$ cat config.mk
export PLATFORM = sky130hd
export DESIGN_NAME = sefc_ctrl
export DESIGN_NICKNAME = d
export VERILOG_FILES = /design/src/hdl/sefc_pkg.sv /design/src/hdl/sefc_ctrl.sv
export SDC_FILE = /design/constraint.sdc
export NUM_CORES = 1
export LEC_CHECK = 0
export ABC_AREA = 1
export BUFFER_PORTS_ARGS = -buffer_cell sky130_fd_sc_hd__buf_2
export CAP_MARGIN = 5
export CORE_AREA = 4 4 41 43
export DETAILED_ROUTE_END_ITERATION = 12
export DIE_AREA = 0 0 45 47
export SETUP_SLACK_MARGIN = 0.5
export SYNTH_ARGS = -nofsm -noshare
export SYNTH_HDL_FRONTEND = slang
export SYNTH_SLANG_ARGS = --single-unit
$ cat constraint.sdc
create_clock -name clk -period 2.4 [get_ports clk]
set_input_delay 0.48 -clock clk [delete_from_list [all_inputs] [get_ports clk]]
set_output_delay 0.48 -clock clk [all_outputs]
set_load 0.01 [all_outputs]
$ cat src/hdl/sefc_pkg.sv
// shared constants, types and command bundles for the source energy false-colour map
package sefc_pkg;

    // frame geometry
    localparam int SOURCES  = 1024;
    localparam int SAMPLES  = 8;
    localparam int SRC_W    = (SOURCES > 1) ? $clog2(SOURCES) : 1;
    localparam int SAMP_W   = (SAMPLES > 1) ? $clog2(SAMPLES) : 1;

    // field and datapath widths
    localparam int SAMPLE_W  = 16;
    localparam int INDEX_W   = 10;
    localparam int IDX_EXT_W = 13;
    localparam int MAG_W     = 17;
    localparam int ENERGY_W  = 34;
    localparam int E10_W     = 38;
    localparam int M3_W      = 36;
    localparam int COLOR_W   = 17;

    // divider sequencing: one quotient bit per step
    localparam int DIV_STEPS = COLOR_W;
    localparam int CNT_W     = $clog2(DIV_STEPS);

    // colour constants in Q1.16
    localparam logic [COLOR_W-1:0] ONE_Q16    = 17'd65536;
    localparam logic [COLOR_W-1:0] POINT3_Q16 = 17'd19661;

    // operation codes
    typedef enum logic
    {
        OP_PUSH = 1'b0,
        OP_READ = 1'b1
    } sefc_op_t;

    // commands from the controller to the datapath
    typedef struct packed
    {
        logic push_take;
        logic read_take;
        logic push_do;
        logic load;
        logic div_step;
        logic div_first;
        logic finish;
    } sefc_cmd_t;

    // status from the datapath to the controller
    typedef struct packed
    {
        logic out_valid;
        logic out_stall;
    } sefc_status_t;

endpackage

$ cat src/hdl/sefc_ctrl.sv
// controller: sequences push, fetch, bit-serial divide and result hand-off
module sefc_ctrl
    import sefc_pkg::*;
(
    input  logic         clk,
    input  logic         rst_n,
    input  logic         in_valid,
    input  logic [0:0]   operation,
    input  sefc_status_t status,
    output logic         in_stall,
    output sefc_cmd_t    cmd
);

    typedef enum logic [2:0]
    {
        S_IDLE,
        S_PUSH,
        S_LOAD,
        S_DIV,
        S_DONE
    } state_t;

    state_t             state_reg;
    state_t             state_next;
    logic [CNT_W-1:0]   cnt_reg;
    logic [CNT_W-1:0]   cnt_next;

    // next state and commands
    always_comb
    begin
        cmd        = '0;
        state_next = state_reg;
        cnt_next   = cnt_reg;
        unique case (state_reg)
            S_IDLE:
            begin
                if (in_valid)
                begin
                    if (operation == OP_READ)
                    begin
                        cmd.read_take = 1'b1;
                        state_next    = S_LOAD;
                    end
                    else
                    begin
                        cmd.push_take = 1'b1;
                        state_next    = S_PUSH;
                    end
                end
            end
            S_PUSH:
            begin
                cmd.push_do = 1'b1;
                state_next  = S_IDLE;
            end
            S_LOAD:
            begin
                cmd.load   = 1'b1;
                cnt_next   = '0;
                state_next = S_DIV;
            end
            S_DIV:
            begin
                cmd.div_step  = 1'b1;
                cmd.div_first = (cnt_reg == '0);
                cnt_next      = cnt_reg + 1'b1;
                if (cnt_reg == CNT_W'(DIV_STEPS - 1))
                begin
                    state_next = S_DONE;
                end
            end
            S_DONE:
            begin
                if (!(status.out_valid && status.out_stall))
                begin
                    cmd.finish = 1'b1;
                    state_next = S_IDLE;
                end
            end
            default:
            begin
                state_next = S_IDLE;
            end
        endcase
    end

    // state and step counter
    always_ff @(posedge clk or negedge rst_n)
    begin
        if (!rst_n)
        begin
            state_reg <= S_IDLE;
            cnt_reg   <= '0;
        end
        else
        begin
            state_reg <= state_next;
            cnt_reg   <= cnt_next;
        end
    end

    assign in_stall = (state_reg != S_IDLE);

    // divider never runs past its last quotient bit
    assert property (@(posedge clk) disable iff (!rst_n)
        state_reg == S_DIV |-> cnt_reg <= CNT_W'(DIV_STEPS - 1))
        else $error("divide step count overran");

    // a result is only produced into a free or draining output register
    assert property (@(posedge clk) disable iff (!rst_n)
        cmd.finish |-> !(status.out_valid && status.out_stall))
        else $error("result written over a stalled beat");

    // the divide state always follows a load directly, with the step counter at zero
    assert property (@(posedge clk) disable iff (!rst_n)
        cmd.load |=> state_reg == S_DIV && cnt_reg == '0)
        else $error("divide did not start after load");

endmodule

==> impl_metrics.xml <==
<?xml version="1.0" encoding="UTF-8"?>
<metrics>
  <group name="power_and_ir_drop">
    <metric name="peakVddDrop" unit="mV">0.623</metric>
    <metric name="p_int" unit="uW">395</metric>
    <metric name="combPwrFrac" unit="">0.542</metric>
    <metric name="p_seq_frac" unit="">0.316</metric>
    <metric name="switchingPower" unit="uW">330</metric>
    <metric name="power.share.clock" unit="">0.143</metric>
    <metric name="power.static_leakage" unit="uW">0.000345</metric>
    <metric name="p_sw_frac" unit="">0.455</metric>
    <metric name="p_per_area" unit="nW/um2">1100</metric>
  </group>
  <group name="synthesis">
    <metric name="synth_async_sr_flop_share" unit="">1.00</metric>
    <metric name="synth.largest_area_cell" unit="">sky130_fd_sc_hd__dfrtp_1</metric>
    <metric name="postSynthAreaPerCell" unit="um2">8.43</metric>
    <metric name="most_area_consuming_cells_after_synthesis" unit="">sky130_fd_sc_hd__dfrtp_1 39%, sky130_fd_sc_hd__inv_1 8.0%, sky130_fd_sc_hd__nand3_1 5.8%</metric>
    <metric name="yosys-top-cells-count" unit="">11 x sky130_fd_sc_hd__inv_1, 8 x sky130_fd_sc_hd__dfrtp_1, 8 x sky130_fd_sc_hd__nand2_1</metric>
    <metric name="synth_enable_flop_cells" unit="">0</metric>
    <metric name="synth-seq-cells" unit="">8</metric>
    <metric name="synth.distinct_cells" unit="">21</metric>
    <metric name="synth-adder-area-share" unit="">0.0487</metric>
    <metric name="ys_warn_count" unit="">0</metric>
    <metric name="syn_inst" unit="">61</metric>
    <metric name="yosysTopAreaCellShare" unit="">0.389</metric>
    <metric name="synth_seq_area_share" unit="">0.389</metric>
    <metric name="synth-compound-area-share" unit="">0.136</metric>
    <metric name="synth_mux_area_frac" unit="">0</metric>
    <metric name="post_synth_instance_area" unit="um2">514</metric>
    <metric name="syn_nets" unit="">69</metric>
    <metric name="synth_top_family_by_area" unit="">simple AND/OR/NAND/NOR gates</metric>
    <metric name="postSynth.topFlopCell" unit="">sky130_fd_sc_hd__dfrtp_1</metric>
    <metric name="synth.most_common_cell" unit="">sky130_fd_sc_hd__inv_1</metric>
    <metric name="simple_gate_area_share_of_the_yosys_netlist" unit="">0.321</metric>
    <metric name="post_synth_xor_area_fraction" unit="">0.0170</metric>
  </group>
  <group name="critical_path">
    <metric name="r2r_setup_slk" unit="ps">1080</metric>
    <metric name="timing.setup.critical_path_class" unit="">flip-flop to output port</metric>
    <metric name="cp-end-kind" unit="">output port</metric>
    <metric name="crit_required" unit="ps">1920</metric>
    <metric name="arrival_time_at_the_worst_endpoint" unit="ps">1290</metric>
    <metric name="critical_path.reg2reg.startpoint" unit="">cnt_reg[0]</metric>
    <metric name="timing.critical_path.fanout_max" unit="">3</metric>
    <metric name="worst_setup_path_startpoint" unit="">cnt_reg[0]</metric>
    <metric name="start_kind" unit="">flip-flop</metric>
  </group>
  <group name="run_status">
    <metric name="status" unit="">finished clean</metric>
  </group>
  <group name="cts">
    <metric name="clock_latency" unit="ps">250</metric>
    <metric name="clk_pin_slew" unit="ps">60</metric>
    <metric name="tritoncts" unit="">built</metric>
    <metric name="root_buffer" unit="">sky130_fd_sc_hd__clkbuf_4</metric>
    <metric name="tritoncts_buffers" unit="">3</metric>
    <metric name="cts.path.max_buffers" unit="">2</metric>
    <metric name="hold_buffers" unit="">0</metric>
    <metric name="ctsHtreeMaxLevel" unit="">1</metric>
    <metric name="clock-sinks" unit="">8</metric>
  </group>
  <group name="timing">
    <metric name="timing.hold.ws" unit="ps">56.6</metric>
    <metric name="min_period" unit="ps">1770</metric>
    <metric name="skew" unit="ps">3.98</metric>
    <metric name="grt_setup_unrepaired" unit="">no</metric>
    <metric name="fin_tns_setup" unit="ps">0</metric>
    <metric name="max_slew.worst_pin.slew" unit="ps">215</metric>
    <metric name="final_hold_viol_count" unit="">0</metric>
    <metric name="timing.slew.headroom" unit="">0.856</metric>
    <metric name="finalSetupViolCount" unit="">0</metric>
    <metric name="drv_slew" unit="">0</metric>
    <metric name="max_clock_freq" unit="MHz">566</metric>
    <metric name="final_min_period_over_clock_period" unit="">0.736</metric>
  </group>
  <group name="detailed_routing">
    <metric name="vias_per_cell" unit="">4.97</metric>
    <metric name="routedWlPerCell" unit="um">11.8</metric>
    <metric name="antenna_left" unit="">0</metric>
    <metric name="remaining_drc_errors" unit="">0</metric>
    <metric name="vias_after_detailed_routing" unit="">477</metric>
    <metric name="detail_route.iter0.violations" unit="">5</metric>
    <metric name="first_pass_drt_iterations" unit="">2</metric>
    <metric name="drt-total-wl" unit="mm">1.13</metric>
  </group>
  <group name="die">
    <metric name="initial_utilization" unit="">0.395</metric>
    <metric name="die_w" unit="um">45</metric>
    <metric name="fp.dieArea" unit="um2">2120</metric>
    <metric name="core_area" unit="um2">1300</metric>
    <metric name="chipHeight" unit="um">47</metric>
    <metric name="num_io_pins" unit="">14</metric>
    <metric name="rows" unit="">13</metric>
  </group>
  <group name="grt">
    <metric name="groute.usage.overall" unit="">0.132</metric>
    <metric name="globalRouteOverflowTotal" unit="">0</metric>
    <metric name="grt_pass1_vias" unit="">476</metric>
    <metric name="grt_antenna_before_repair" unit="">0</metric>
    <metric name="global_route_wire_length_before_repair" unit="mm">1.98</metric>
    <metric name="grt_max_degree" unit="">9</metric>
  </group>
  <group name="run">
    <metric name="max_cap_viol_count" unit="">0</metric>
  </group>
  <group name="layout">
    <metric name="largest_reg_flops" unit="">5</metric>
    <metric name="finish.net_count" unit="">91</metric>
    <metric name="drive_above_1_share" unit="">0.420</metric>
    <metric name="final_core_occ" unit="">0.505</metric>
    <metric name="insertedDiodeCount" unit="">0</metric>
    <metric name="synthToLayoutAreaGrowth" unit="%">27.7</metric>
  </group>
  <group name="placement">
    <metric name="final_weighted_congestion_of_routability_driven_global_placement" unit="">0.823</metric>
    <metric name="dp.final_hpwl" unit="um">905</metric>
    <metric name="portBuffers" unit="">13</metric>
  </group>
  <group name="min_path">
    <metric name="holdCritPathClass" unit="">primary input to asynchronous set/reset pin</metric>
  </group>
</metrics>
[placed cells by master (no fill, tap or decap), drive strengths merged]
cell / count
o211ai: 2
o22ai: 1
buf: 17
nand2: 9
xnor2: 1
nand4: 3
nor2: 4
nor4: 1
clkbuf: 3
dfrtp: 8
inv: 12
ha: 2
nand3: 7
nor3: 4
o21ai: 7
[cell type report]
type                            count  area, um2
Tap cell                           15       18.8
Sequential cell                     8        201
Inverter                           12       45.0
Timing Repair Buffer               17       95.1
Clock buffer                        3       22.5
Fill cell                         137        644
Multi-Input combinational cell     41        274
[per-stage QoR]
step           total power [uW]  setup WS (ps)  area, um2  cells
2_1_floorplan               481            912        514     61
3_3_place_gp                584            787        598     89
6_report                    724            633        657     96
3_5_place_dp                591            778        598     89
4_1_cts                     701            536        621     92
5_1_grt                     803            519        657     96
[worst max-delay path, stage by stage, from the launching register on]
cell and delay [ps]:
sky130_fd_sc_hd__dfrtp_1 400, sky130_fd_sc_hd__inv_2 80, sky130_fd_sc_hd__ha_1 160, sky130_fd_sc_hd__nand3_2 110, sky130_fd_sc_hd__nor3_2 150, sky130_fd_sc_hd__buf_2 140
[kinds of logic (layout without fill, tap and decap cells)]
logic type,count (synthesis),after routing
XOR/XNOR,1,1
AO/OA/AOI/OAI,10,10
flip-flops,8,8
adder cells (fa/ha/maj),2,2
AND/OR/NAND/NOR,28,28
buffers and inverters,12,32
[final timing paths]
| kind | end | depth (start not counted) |
|---|---|---|
| hold reg to reg | cnt_reg[1] | 2 |
| setup reg to reg | cnt_reg[4] | 7 |
| min in group clk | state_reg[2] | 5 |
| max in group asynchronous | state_reg[1] | 1 |
| setup / recovery | cmd[1] | 5 |
| hold / removal | cnt_reg[2] | 1 |
[routing by layer]
metal | vias up | part of all wire | GRT usage
met4 | 0 | 0 | 0.0351
met2 | 10 | 0.48 | 0.203
met3 | 0 | 0.061 | 0.0766
met1 | 220 | 0.46 | 0.159
met5 | - | 0 | 0
li1 | 247 | - | -
[power groups by stage]
stage / sequential [uW] / combinational, uW / clock, uW
3_3_place_gp: 229 / 355 / 0
2_1_floorplan: 217 / 264 / 0
3_5_place_dp: 230 / 360 / 0
5_1_grt: 236 / 447 / 120
6_report: 229 / 392 / 103
4_1_cts: 228 / 364 / 109
[repair_timing]
item                       CTS  global route
setup endpoints to repair    1             1
setup buffers                0             4
gates resized for setup      1             4
pin swaps                    0             0
Power figures use the tool's default switching activity.
